### config.mk
export PLATFORM = sky130hd
export DESIGN_NAME = npps_isqrt
export DESIGN_NICKNAME = d
export VERILOG_FILES = /design/src/npps_pkg.sv /design/src/npps_isqrt.sv
export SDC_FILE = /design/constraint.sdc
export NUM_CORES = 1
export LEC_CHECK = 0
export ABC_AREA = 1
export BUFFER_PORTS_ARGS = -buffer_cell sky130_fd_sc_hd__buf_4
export CAP_MARGIN = 15
export CELL_PAD_IN_SITES_DETAIL_PLACEMENT = 0
export CELL_PAD_IN_SITES_GLOBAL_PLACEMENT = 2
export CORE_MARGIN = 4
export CORE_UTILIZATION = 34
export CTS_BUF_LIST = sky130_fd_sc_hd__clkbuf_4 sky130_fd_sc_hd__clkbuf_8
export CTS_CLUSTER_SIZE = 8
export DETAILED_ROUTE_END_ITERATION = 10
export GPL_ROUTABILITY_DRIVEN = 0
export HOLD_SLACK_MARGIN = 0.05
export PLACE_DENSITY_LB_ADDON = 0.1
export SETUP_SLACK_MARGIN = 0.2
export SLEW_MARGIN = 20
export SYNTH_ARGS = -nofsm -noshare
export SYNTH_HDL_FRONTEND = slang
export SYNTH_SLANG_ARGS = --single-unit
### constraint.sdc
create_clock -name i_clk -period 3.3 [get_ports i_clk]
set_clock_uncertainty 0.1 [all_clocks]
set_input_delay 0.165 -clock i_clk [delete_from_list [all_inputs] [get_ports i_clk]]
set_output_delay 0.165 -clock i_clk [all_outputs]
set_load 0.02 [all_outputs]
### src/npps_pkg.sv
// ----------------------------------------------------------------------------
// Nearest path point search package
// Shared constants, transaction types and state encoding for the search core.
// ----------------------------------------------------------------------------
package npps_pkg;

    // Table depth and coordinate width.
    localparam int MAX_POINTS = 1024;
    localparam int COORD_BITS = 24;

    // Fixed field widths of the transactions and the count register.
    localparam int IDX_W   = 10;
    localparam int COUNT_W = 11;

    // Derived widths.
    localparam int ADDR_W = $clog2(MAX_POINTS);
    localparam int SCAN_W = (COUNT_W > $clog2(MAX_POINTS + 1)) ? COUNT_W
                                                               : $clog2(MAX_POINTS + 1);
    localparam int MAG_W  = COORD_BITS;
    localparam int PROD_W = 2 * COORD_BITS;
    localparam int SQ_W   = 2 * COORD_BITS + 1;
    localparam int ROOT_W = COORD_BITS + 1;
    localparam int DIST_W = COORD_BITS + 1;
    localparam int RAD_W  = 2 * ROOT_W;
    localparam int REM_W  = ROOT_W + 4;
    localparam int SQRT_CNT_W = $clog2(ROOT_W + 1);
    localparam int ENTRY_W = 2 * COORD_BITS;

    typedef enum logic {
        CMD_LOAD  = 1'b0,
        CMD_QUERY = 1'b1
    } t_cmd;

    typedef struct packed {
        t_cmd                         command;
        logic [IDX_W-1:0]             point_index;
        logic signed [COORD_BITS-1:0] coord_x;
        logic signed [COORD_BITS-1:0] coord_y;
    } t_in_item;

    typedef struct packed {
        logic [IDX_W-1:0]  nearest_index;
        logic [DIST_W-1:0] distance;
        logic              valid_res;
    } t_out_item;

    typedef enum logic [2:0] {
        S_IDLE,
        S_SCAN,
        S_DRAIN,
        S_ROOT,
        S_DONE
    } t_state;

endpackage

### src/npps_isqrt.sv
// ----------------------------------------------------------------------------
// Iterative integer square root
// Restoring digit-by-digit floor square root, one result bit per cycle.
// ----------------------------------------------------------------------------
module npps_isqrt (
    input  logic                        i_clk,
    input  logic                        i_rst_n,
    input  logic                        i_start,
    input  logic [npps_pkg::SQ_W-1:0]   i_radicand,
    output logic                        o_done,
    output logic [npps_pkg::ROOT_W-1:0] o_root
);

    logic [npps_pkg::SQRT_CNT_W-1:0] r_cnt;
    logic                            r_done;
    logic [npps_pkg::RAD_W-1:0]      r_op;
    logic [npps_pkg::REM_W-1:0]      r_rem;
    logic [npps_pkg::ROOT_W-1:0]     r_root;

    logic [npps_pkg::REM_W-1:0] rem_sh;
    logic [npps_pkg::REM_W-1:0] trial;
    logic                       ge;

    // Bring down the next two radicand bits and try appending a one to the root.
    assign rem_sh = {r_rem[npps_pkg::REM_W-3:0], r_op[npps_pkg::RAD_W-1 -: 2]};
    assign trial  = {2'b00, r_root, 2'b01};
    assign ge     = (rem_sh >= trial);

    always_ff @(posedge i_clk) begin
        if (!i_rst_n) begin
            r_cnt  <= '0;
            r_done <= 1'b0;
        end else if (i_start) begin
            r_cnt  <= npps_pkg::SQRT_CNT_W'(npps_pkg::ROOT_W);
            r_done <= 1'b0;
        end else if (r_cnt != '0) begin
            r_cnt  <= r_cnt - 1'b1;
            r_done <= (r_cnt == npps_pkg::SQRT_CNT_W'(1));
        end else begin
            r_done <= 1'b0;
        end
    end

    always_ff @(posedge i_clk) begin
        if (i_start) begin
            r_op   <= npps_pkg::RAD_W'(i_radicand);
            r_rem  <= '0;
            r_root <= '0;
        end else if (r_cnt != '0) begin
            r_op   <= {r_op[npps_pkg::RAD_W-3:0], 2'b00};
            r_rem  <= ge ? (rem_sh - trial) : rem_sh;
            r_root <= {r_root[npps_pkg::ROOT_W-2:0], ge};
        end
    end

    assign o_done = r_done;
    assign o_root = r_root;

endmodule

==> impl_results.md <==
- Length of the first detailed-routing pass in iterations: 5
- Final hold slack: 0.165 ns
- Shortest period the worst path allows: 2.54 ns
- Number of global-route vias before repair: 6181
- Startpoint kind of the worst setup timing path: flip-flop
- Starting utilization of the core area: 35.1%
- Setup TNS after final layout: 0 ns
- Clock buffer count from CTS: 9
- Gr usage total: 16.7%
- Proportion of synthesized chip area in sequential cells: 38.3%
- Max Fanout on Critical Path: 27
- WHS Path Cells: 2
- Resized Gates After CTS: 0
- Number of placement rows: 51
- Share of cells above drive strength 1: 13.7%
- Result of the run: finished, final reports clean
- Core Region: 0.0197 mm²
- Fillcell total: 2161
- Setup repair after global routing missed its margin: no
- Avg Inst Size Synth: 6.83 µm²
- Setup fix buffers added after clock tree synthesis: 0
- Area growth from synthesis to layout: 21.3%
- Library cell with the largest summed area after synthesis: edfxtp_1
- Via density per instance: 4.41
- Die Span Y: 151 µm
- Clock input transition at the sequential cells of the worst setup and hold paths: 0.12 ns
- Post-synth cell types: 35
- Die ar.: 0.0227 mm²
- Worst reg2reg setup slack: 0.76 ns
- Pin count of the biggest net entering global routing: 102
- Nets in the synthesized netlist: 1095
- Share of the clock period used by the worst path: 77.0%
- F_max: 393 MHz
- Clk sink count: 108
- Cell with the most instances after synthesis: nand2_1
- Power density over the cells: 841 mW/mm²
- Worst-Margin Slew: 0.637 ns
- Critical path data required time: 3.50 ns
- Count of state elements after synthesis: 108
- Worst-case headroom to the max-slew limit: 57.5%
- Number of design-rule violations left by the first detailed-router iteration: 200
- Horizontal die dimension: 151 µm
- Final design utilization: 42.6%
- Worst voltage drop across the vdd grid: 0.289 mV
- IO Count: 78
- Diodes inserted: 0
- Remaining global-route overflow: 0
- Number of setup violations in the final report: 0
- Final Max Tran Viols: 0
- List of most frequent post-synthesis cells: 365 x nand2_1, 179 x inv_1, 62 x nand3_1
- Count of maximum capacitance violations: 0
- Ranking of synthesized cells by area: edfxtp_1 21%, nand2_1 20%, dfxtp_1 17%
- Routed wire per std cell: 13.1 µm
- Number of buffers added to fix hold violations after cts: 50
- Post-Place Cells: 1326
- Data arrival, critical path: 2.75 ns
- Tightest Hold Check Type: in -> reg
- Post-detailed-route count of antenna-violating nets: 0
- Count of synthesis-stage warnings from yosys: 0
- Launching element of the worst setup path: o_root[20]
- Worst min-delay path endpoint: o_root[0]
- Fin cells: 1392
- CTS tree: yes
- Synthesized instance count: 1013
- Hold Startpoint: i_start
- Post-detail-place hpwl: 13300 µm
- Synth Flop Type: dfxtp_1
- Static leakage: 0.00447 µW
- Fraction of post-synthesis cell area in the top cell type by area: 21.3%
- Type of destination of the critical path: flip-flop
- Wire length of the first global-routing pass: 30600 µm
- Ys async rst share: 0%
- Reg2reg path depth: 12
- Number of synthesized flops with an enable pin: 49
- PnR Total Power: 7060 µW
- Clk root buf: clkbuf_8
- Final hold violation count: 0
- Total Routed Length: 18300 µm
- Count of unresolved DRC violations after routing: 0
- Clock buffer depth: 2
- Cell area after synthesis: 0.00692 mm²
- Start-to-end type of the worst setup path: reg -> reg
- Overall via count from detail_route: 6144
- Source-to-sink clock delay at the later pin of the worst-skew pair: 0.40 ns
- Number of nets in the layout: 1204
- Count of input and output buffers: 77
- Capture point of the worst reg-to-reg path: r_rem[9]
- Number of H-tree levels: 3
- Number of antenna violations at the first check in global routing: 0
- Crit Reg-Reg Startpoint: o_root[20]
[sequential cells by signal (all words and copies together), names as in the netlist]
name and flops:
o_root 25, r_cnt 5, o_done 1, r_op 50, r_rem 27
[area by class of cell]
class                   count  area, µm²  share of cell area, %
well taps                 265        332                   3.95
multi-input cells         690       3400                   40.5
flip-flops and latches    108       2650                   31.6
inverters                 181        682                   8.13
repair buffers            132       1130                   13.4
clock buffers              10        131                   1.57
clock inverters             6       67.6                  0.805
[stage by stage]
stage	area, µm²	setup slack (ns)
floorplan	6920	0.845
global route	8390	0.546
CTS	8390	0.699
detailed placement	7690	0.732
global placement	7690	0.746
finish	8390	0.757
[metal layers]
layer	share of wire, %	up-vias	global-route usage [%]
met5	0	-	0
met4	1.9	0	4.90
met3	3.4	18	2.62
met2	46	108	28.5
met1	48	2682	21.9
li1	-	3336	-
[layout by cell type (no fill, tap or decap), types with 9 or more instances in the layout]
| cell type | count |
|---|---|
| dlygate4sd3_1 | 50 |
| a21oi_1 | 38 |
| o21ai_0 | 49 |
| ha_1 | 30 |
| dfxtp_1 | 59 |
| edfxtp_1 | 49 |
| nor2_1 | 51 |
| nand2_2 | 30 |
| buf_4 | 81 |
| nand4_1 | 12 |
| xor2_1 | 11 |
| clkbuf_8 | 9 |
| nand3_1 | 62 |
| nand2_1 | 364 |
| inv_1 | 178 |
[worst max path at each step]
| stage | endpoint | slack, ns |
|---|---|---|
| 2_1_floorplan | r_op[0] | 0.85 |
| 3_3_place_gp | r_rem[9] | 0.75 |
| 3_5_place_dp | r_rem[2] | 0.73 |
| 4_1_cts | r_rem[2] | 0.70 |
| 5_1_grt | r_rem[21] | 0.55 |
| 6_report | r_rem[9] | 0.76 |
[cell families (layout without fill, tap and decap cells)]
kind of cell / count (synthesis) / after routing / synth area share (%)
AOI/OAI and AO/OA: 101 / 101 / 7.52
and+or+nand+nor: 546 / 546 / 34.4
DFF: 108 / 108 / 38.3
adders and majority gates: 30 / 30 / 5.43
xor gates and xnor gates: 13 / 13 / 1.65
buffers and inverters: 215 / 329 / 12.6
[where the power goes]
group | switching (µW) | internal (µW)
clock | 552 | 308
sequential | 174 | 1690
combinational | 2870 | 1460
[worst max-delay path, cell delays in order, from the launching register on]
cell and delay (ns):
dfxtp_1 0.37, inv_1 0.07, ha_1 0.37, a21oi_1 0.19, o21ai_0 0.14, a21oi_1 0.24
nand2_2 0.11, inv_4 0.31, nand2_8 0.21, nand2_2 0.10, nand3_1 0.09, nand2_1 0.09
inv_1 0.04
(Power assumes the default switching activity.)
