===== src/npps_ram.sv =====
// ----------------------------------------------------------------------------
// Generic simple dual-port RAM
// One write port and one read port with registered read data.
// ----------------------------------------------------------------------------
module npps_ram #(
    parameter int WIDTH = 8,
    parameter int DEPTH = 16
) (
    input  logic                     i_clk,
    input  logic                     i_we,
    input  logic [$clog2(DEPTH)-1:0] i_waddr,
    input  logic [WIDTH-1:0]         i_wdata,
    input  logic [$clog2(DEPTH)-1:0] i_raddr,
    output logic [WIDTH-1:0]         o_rdata
);

    logic [WIDTH-1:0] r_mem [DEPTH];
    logic [WIDTH-1:0] r_rdata;

    always_ff @(posedge i_clk) begin
        if (i_we) begin
            r_mem[i_waddr] <= i_wdata;
        end
        r_rdata <= r_mem[i_raddr];
    end

    assign o_rdata = r_rdata;

endmodule


===== config.mk =====
export PLATFORM = sky130hd
export DESIGN_NAME = npps_ram
export DESIGN_NICKNAME = d
export VERILOG_FILES = /design/src/npps_ram.sv
export SDC_FILE = /design/constraint.sdc
export NUM_CORES = 1
export LEC_CHECK = 0
export BUFFER_PORTS_ARGS = -buffer_cell sky130_fd_sc_hd__buf_4
export CAP_MARGIN = 40
export CORE_UTILIZATION = 55
export CTS_CLUSTER_SIZE = 28
export DETAILED_ROUTE_END_ITERATION = 10
export PLACE_DENSITY = 0.73
export RECOVER_POWER = 50
export REMOVE_ABC_BUFFERS = 1
export SLEW_MARGIN = 20
export SYNTH_ARGS = -nofsm -noshare
export SYNTH_HDL_FRONTEND = slang
export SYNTH_SLANG_ARGS = --single-unit

===== constraint.sdc =====
create_clock -name i_clk -period 2.3 [get_ports i_clk]
set_clock_uncertainty 0.1 [all_clocks]
set_input_delay 0.115 -clock i_clk [delete_from_list [all_inputs] [get_ports i_clk]]
set_output_delay 0.115 -clock i_clk [all_outputs]
set_load 0.02 [all_outputs]

==> metrics, run 1 <==
reg2reg setup slack 0.79 ns; Max Root-Sink Buffers 2; total wire length 9711 um; total power between 5 and 6 mW; final setup margin 0.7924 ns; Die Span X just under 100 um; Avg Inst Size Synth approximately 22 um2; Final Setup Violations 0; gp weighted congestion 0.6766; register area approximately 4000 um2; Num Clock Sinks ~140; wire per inst around 24 um; post-route cell area around 6200 um2; IO Pins 26; post-synthesis sequential area ratio 77.78%; Setup crit start kind register; Nets 307; DRT iter0 DRCs between 150 and 200; setup TNS 0 ns; filler instances about 520; Synth area leader edfxtp_1; Hold Path Sink r_mem[0][1]; PortBufs 25; row count 34; grt total ovfl 0; Worst EP arrival 1.78 ns; first-pass GRT wire length around 15000 um; area share of the largest cell type after synthesis about three quarters; Relative slew margins 48.00%; Hold Crit Depth 3; Reg clk slew, reported paths 0.06 ns; CTS buffer count 17; HP Class input port to register; Power Density 969.7 nW/um2; HP Start i_waddr[1]; Reg-to-Reg Start r_mem[15][3]; synth-to-layout area growth 20.20%; largest net degree at the start of global routing 33; fmax 0.6633 GHz; layout cells sized above 1 about a quarter; RSZ-0062 raised after global routing false; die height 98.74 um; Tcrit/Tclk final approximately 66%; Syn. warnings 0; minimum clock period about 1.5 ns; initial antenna violation count 0; crit-path max FO 1; synthesized flop and latch total ~140; utilization after layout a little over two thirds; TritonCTS clock tree yes; CTS root buf clkbuf_8; vias 2509; DP HPWL approximately 5500 um; Crit. End Element register; Pre-antenna DRT Iters 6; Multi-input gate area 1057 um2; Clock Latency Late Sink roughly 0.50 ns; post-CTS setup buffer count 0; depth of the CTS H-tree 4; diode count 0; critical path required time roughly 2.6 ns; Max Slew Vio Count 0; R2R depth 3; Residual DRC 0; mapped cell area 5147 um2; Netlist cell types 19; endpoints failing hold 0; critical path type register to register; status finished, final reports clean; Peak supply drop approximately 570 uV; Placed Area 5519 um2; Place WS roughly 0.47 ns; vias per std cell about 6.1; Area contributors post-synth edfxtp_1 75%, mux4_2 7.9%, mux4_1 7.1%; leakage approximately 2.1 nW; remaining antenna violation count 0; Die Footprint ~9700 um2; Placeable Area about 8900 um2; Worst-Margin Slew a little under 0.8 ns; reg-to-reg endpoint o_rdata[3]; vias in the first global route 2578; MaxCap Viol Count 0; all-layer global routing usage 22.11%; initial core utilization between 50% and 60%; Syn Inst Count between 200 and 250
-- per-layer routing --
layer  track usage [%]  routed length, um  vias up
met5                 0                  0        -
met4             10.45                248        0
met3             5.745                543       18
met2             35.02               4832      119
met1             29.10               4087     1278
li1                  -                  -     1094
-- worst max-delay path, stage by stage, from the launching register on --
cell	delay, ns
edfxtp_1	0.42
mux4_2	0.51
a22oi_1	0.24
nand2_1	0.11
-- cell families (layout without fill, tap and decap cells) --
kind of cell,count (synthesis),after routing,share of synthesized area (%)
compound gates,16,16,2.334
buf+inv,10,83,1.677
flops,136,136,77.78
mux,32,32,15.02
simple gates,35,35,3.184
-- cell usage after synthesis --
cell type	count
dfxtp_1	8
nand3b_1	2
clkdlybuf4s25_2	3
buf_6	3
nand2_1	9
buf_4	1
mux4_1	14
a22oi_1	16
and2_1	1
nand2b_1	2
buf_2	3
edfxtp_1	128
nor3_1	4
nand3_1	1
nor2_1	13
and2b_1	1
or3b_2	1
mux4_2	18
nor2b_1	1
-- area by class of cell --
cell class                 instances  share of cell area (%)
clock buffer                      17                   6.694
tap                              108                   2.184
sequential                       136                   64.71
timing repair buffer              51                   5.602
clock inverter                    15                   3.721
multi-input combinational         83                   17.09
-- power by group --
group / total [mW] / internal (mW) / leakage [nW] / switching [mW]
registers: 2.79 / 2.77 / 1.22 / 0.0195
clock network: 2.93 / 1.96 / 0.310 / 0.963
logic: 0.281 / 0.124 / 0.562 / 0.158
total: 6.00 / 4.86 / 2.10 / 1.14
-- how the worst max path moves through the flow --
stage,start,endpoint,slack (ns),cells past startpoint
after floorplan,i_waddr[2],r_mem[0][0],0.59,2
after global placement,i_raddr[0],o_rdata[2],0.44,4
after detailed placement,i_raddr[0],o_rdata[2],0.47,4
after CTS,r_mem[1][2],o_rdata[2],0.82,3
after global routing,r_mem[1][2],o_rdata[2],0.78,3
final,r_mem[15][3],o_rdata[3],0.79,3
-- placed cells by master (no fill, tap or decap), types with 9 or more instances in the layout --
cell type  synthesis  layout
edfxtp_1         128     128
nand2_1            9       9
clkbuf_16          0      16
clkbuf_1           0      15
mux4_2            18      18
buf_4              1      28
mux4_1            14      14
nor2_1            13      13
a22oi_1           16      16
-- metrics by stage --
stage                     hold slack [ns]  std cells
after global placement             0.3188        370
after floorplan                    0.1139        219
after CTS                        0.009374        410
final                             0.03891        410
after detailed placement           0.3298        370
after global routing              0.03112        410
-- sequential cells by signal, indices dropped and copies added, names as in the netlist --
name,cells
o_rdata,8
r_mem,128
-- what timing repair did --
item	4_1_cts	5_1_grt
resized for setup	0	0
setup endpoints to repair	0	0
hold endpoints to repair	128	0
hold buffers	8	0
(Power assumes the default switching activity.)
==> run 2: changes to the inputs <==
--- a/config.mk
+++ b/config.mk
@@ -7,10 +7,10 @@
 export LEC_CHECK = 0
 export BUFFER_PORTS_ARGS = -buffer_cell sky130_fd_sc_hd__buf_4
 export CAP_MARGIN = 40
-export CORE_UTILIZATION = 55
+export CORE_UTILIZATION = 54
 export CTS_CLUSTER_SIZE = 28
 export DETAILED_ROUTE_END_ITERATION = 10
-export PLACE_DENSITY = 0.73
+export PLACE_DENSITY = 0.74
 export RECOVER_POWER = 50
 export REMOVE_ABC_BUFFERS = 1
 export SLEW_MARGIN = 20
==> constraint.sdc (replaced) <==
create_clock -name i_clk -period 1.3 [get_ports i_clk]
set_clock_uncertainty 0.1 [all_clocks]
set_input_delay 0.065 -clock i_clk [delete_from_list [all_inputs] [get_ports i_clk]]
set_output_delay 0.065 -clock i_clk [all_outputs]
set_load 0.02 [all_outputs]
==> run 2 against run 1 <==
  * First-iteration DRC count increased by 5.1%
  * Cell area rose by 2.3%
  * Via count grew 1.4%
  * The flow now finishes with violations (negative setup slack)
  * Clock power up 55%
  * Critical path depth unchanged
==> metrics, run 2 (synthesis gave the netlist of run 1 again) <==
status finished, violations left (was finished, final reports clean); violated checks negative setup slack; row count 35 (was 34); Reg clk slew, reported paths 0.06 ns (about the same); Place WS -0.3623 ns (was 0.4680 ns); crit-path max FO 1 (unchanged); synth-to-layout area growth 22.92% (was 20.20%); Placed Area 5668 um2 (was 5519 um2); Hold Path Sink o_rdata[5] (was r_mem[0][1]); initial antenna violation count 0 (unchanged); commonest non-fill, non-tap cells in the layout 128 x edfxtp_1, 37 x buf_4, 29 x mux4_2 (was 128 x edfxtp_1, 28 x buf_4, 18 x mux4_2); Power Density 1593 nW/um2 (was 969.7 nW/um2); Max Slew Vio Count 0 (unchanged); endpoints failing hold 0 (unchanged); wire per inst 22.56 um (was 23.69 um); Relative slew margins 40.57% (was 48.00%); all-layer global routing usage 22.52% (was 22.11%); vias in the first global route 2625 (was 2578); Residual DRC 0 (unchanged); R2R depth 3 (unchanged); first-pass GRT wire length 15230 um (was 14750 um); initial core utilization 55.71% (was 57.89%); Die Footprint 9927 um2 (was 9750 um2); vias per std cell 5.753 (was 6.120); Pre-antenna DRT Iters 4 (was 6); die height 99.64 um (was 98.74 um); HP Start i_raddr[1] (was i_waddr[1]); PortBufs 25 (unchanged); Die Span X 99.64 um (was 98.74 um); layout cells sized above 1 35.46% (was 25.17%); post-CTS setup buffer count 0 (unchanged); filler instances 580 (was 522); minimum clock period 1.387 ns (was 1.508 ns); Tcrit/Tclk final 106.7% (was 65.55%); Num Clock Sinks 136 (unchanged); Peak supply drop 836.9 uV (was 574.3 uV); total wire length 9972 um (was 9711 um); MaxCap Viol Count 0 (unchanged); CTS buffer count 17 (unchanged); depth of the CTS H-tree 4 (unchanged); leakage 2.120 nW (was 2.096 nW); Nets 319 (was 307); RSZ-0062 raised after global routing true (was false); DRT iter0 DRCs 206 (was 196); Setup crit start kind register (unchanged); reg2reg setup slack -0.09 ns (was 0.79 ns); largest net degree at the start of global routing 19 (was 33); remaining antenna violation count 0 (unchanged); grt total ovfl 0 (unchanged); reg-to-reg endpoint o_rdata[5] (was o_rdata[3]); Most flops, register r_mem (unchanged); DP HPWL 6093 um (was 5529 um); crit path from r_mem[0][5] (was r_mem[15][3]); most common cell after layout, fill and taps aside edfxtp_1 (unchanged); Reg-to-Reg Start r_mem[0][5] (was r_mem[15][3]); Clock Latency Late Sink 0.52 ns (was 0.50 ns); fmax 0.7208 GHz (was 0.6633 GHz); Max Root-Sink Buffers 2 (unchanged); Final Setup Violations 8 (was 0); Placeable Area 9240 um2 (was 8891 um2); IO Pins 26 (unchanged); Crit. End Element register (unchanged); Hold Crit Depth 5 (was 3); diode count 0 (unchanged); final setup margin -0.08744 ns (was 0.7924 ns); vias 2543 (was 2509); HP Class input port to register (unchanged); total power 10.08 mW (was 6.000 mW); CTS root buf clkbuf_8 (unchanged); Worst EP arrival 1.69 ns (was 1.78 ns); Worst-Margin Slew 0.8881 ns (was 0.7784 ns); number of flip-flops in the largest register 128 (unchanged); critical path type register to register (unchanged); post-route cell area 6327 um2 (was 6187 um2); TritonCTS clock tree yes (unchanged); critical path required time 1.60 ns (was 2.58 ns); gp weighted congestion 0.7206 (was 0.6766)
run 2: changes by cell type in the layout (fill, tap and decap cells not counted), sizes merged:
cell,before,now
dlygate4sd3,8,11
inv,1,0
bufinv,6,3
buf,28,42
clkinv,6,5
clkinvlp,2,1
run 2: final cells by class:
type | count | area [um2] | area share (%)
Multi-Input combinational cell | 83 | 1076 | 17.01
Sequential cell | 136 | 4004 | 63.28
Tap cell | 129 | 161.4 | 2.551
Clock inverter | 9 | 126.4 | 1.997
Timing Repair Buffer | 63 | 526.8 | 8.325
Clock buffer | 22 | 432.9 | 6.842
run 2: worst max path at each step:
stage / end / cells after the start
after floorplan: r_mem[0][0] / 2
after global placement: o_rdata[5] / 5
after detailed placement: o_rdata[5] / 5
after CTS: o_rdata[5] / 3
after global routing: o_rdata[5] / 3
final: o_rdata[5] / 3
run 2: per-layer routing:
metal,GRT usage (%),up-vias,share of wire (%)
met1,31.75,1340,43
met3,5.973,6,4.9
met5,0,-,0
met4,7.805,0,0.52
met2,34.62,90,51
li1,-,1107,-
run 2: per-stage QoR:
| step | TNS (ns) | std cells | hold slack [ns] | utilization (%) |
|---|---|---|---|---|
| after floorplan | -6.592 | 219 | 0.06387 | - |
| after global placement | -5.203 | 399 | 0.2701 | 61.34 |
| after detailed placement | -6.615 | 399 | 0.2779 | 61.34 |
| after CTS | -0.3735 | 440 | 0.03407 | 68.52 |
| after global routing | -0.8822 | 442 | 0.06162 | 68.48 |
| final | -0.3403 | 442 | 0.05779 | 68.48 |
run 2: worst max-delay path, stage by stage (launching register included):
cell and delay, ns:
edfxtp_1 0.38, mux4_2 0.48, a22oi_2 0.23, nand2_1 0.08
run 2: where the power goes:
part / internal (mW) / switching [mW] / leakage (nW)
clock network: 2.90 / 1.65 / 0.273
logic: 0.281 / 0.312 / 0.624
registers: 4.91 / 0.0339 / 1.22
total: 8.08 / 1.99 / 2.12
run 2: what timing repair did:
item / 4_1_cts / 5_1_grt
pin swaps: 12 / 3
setup endpoints to repair: 8 / 8
endpoints found under the hold margin: 160 / 1
hold buffers: 10 / 1
gates resized for setup: 20 / 3
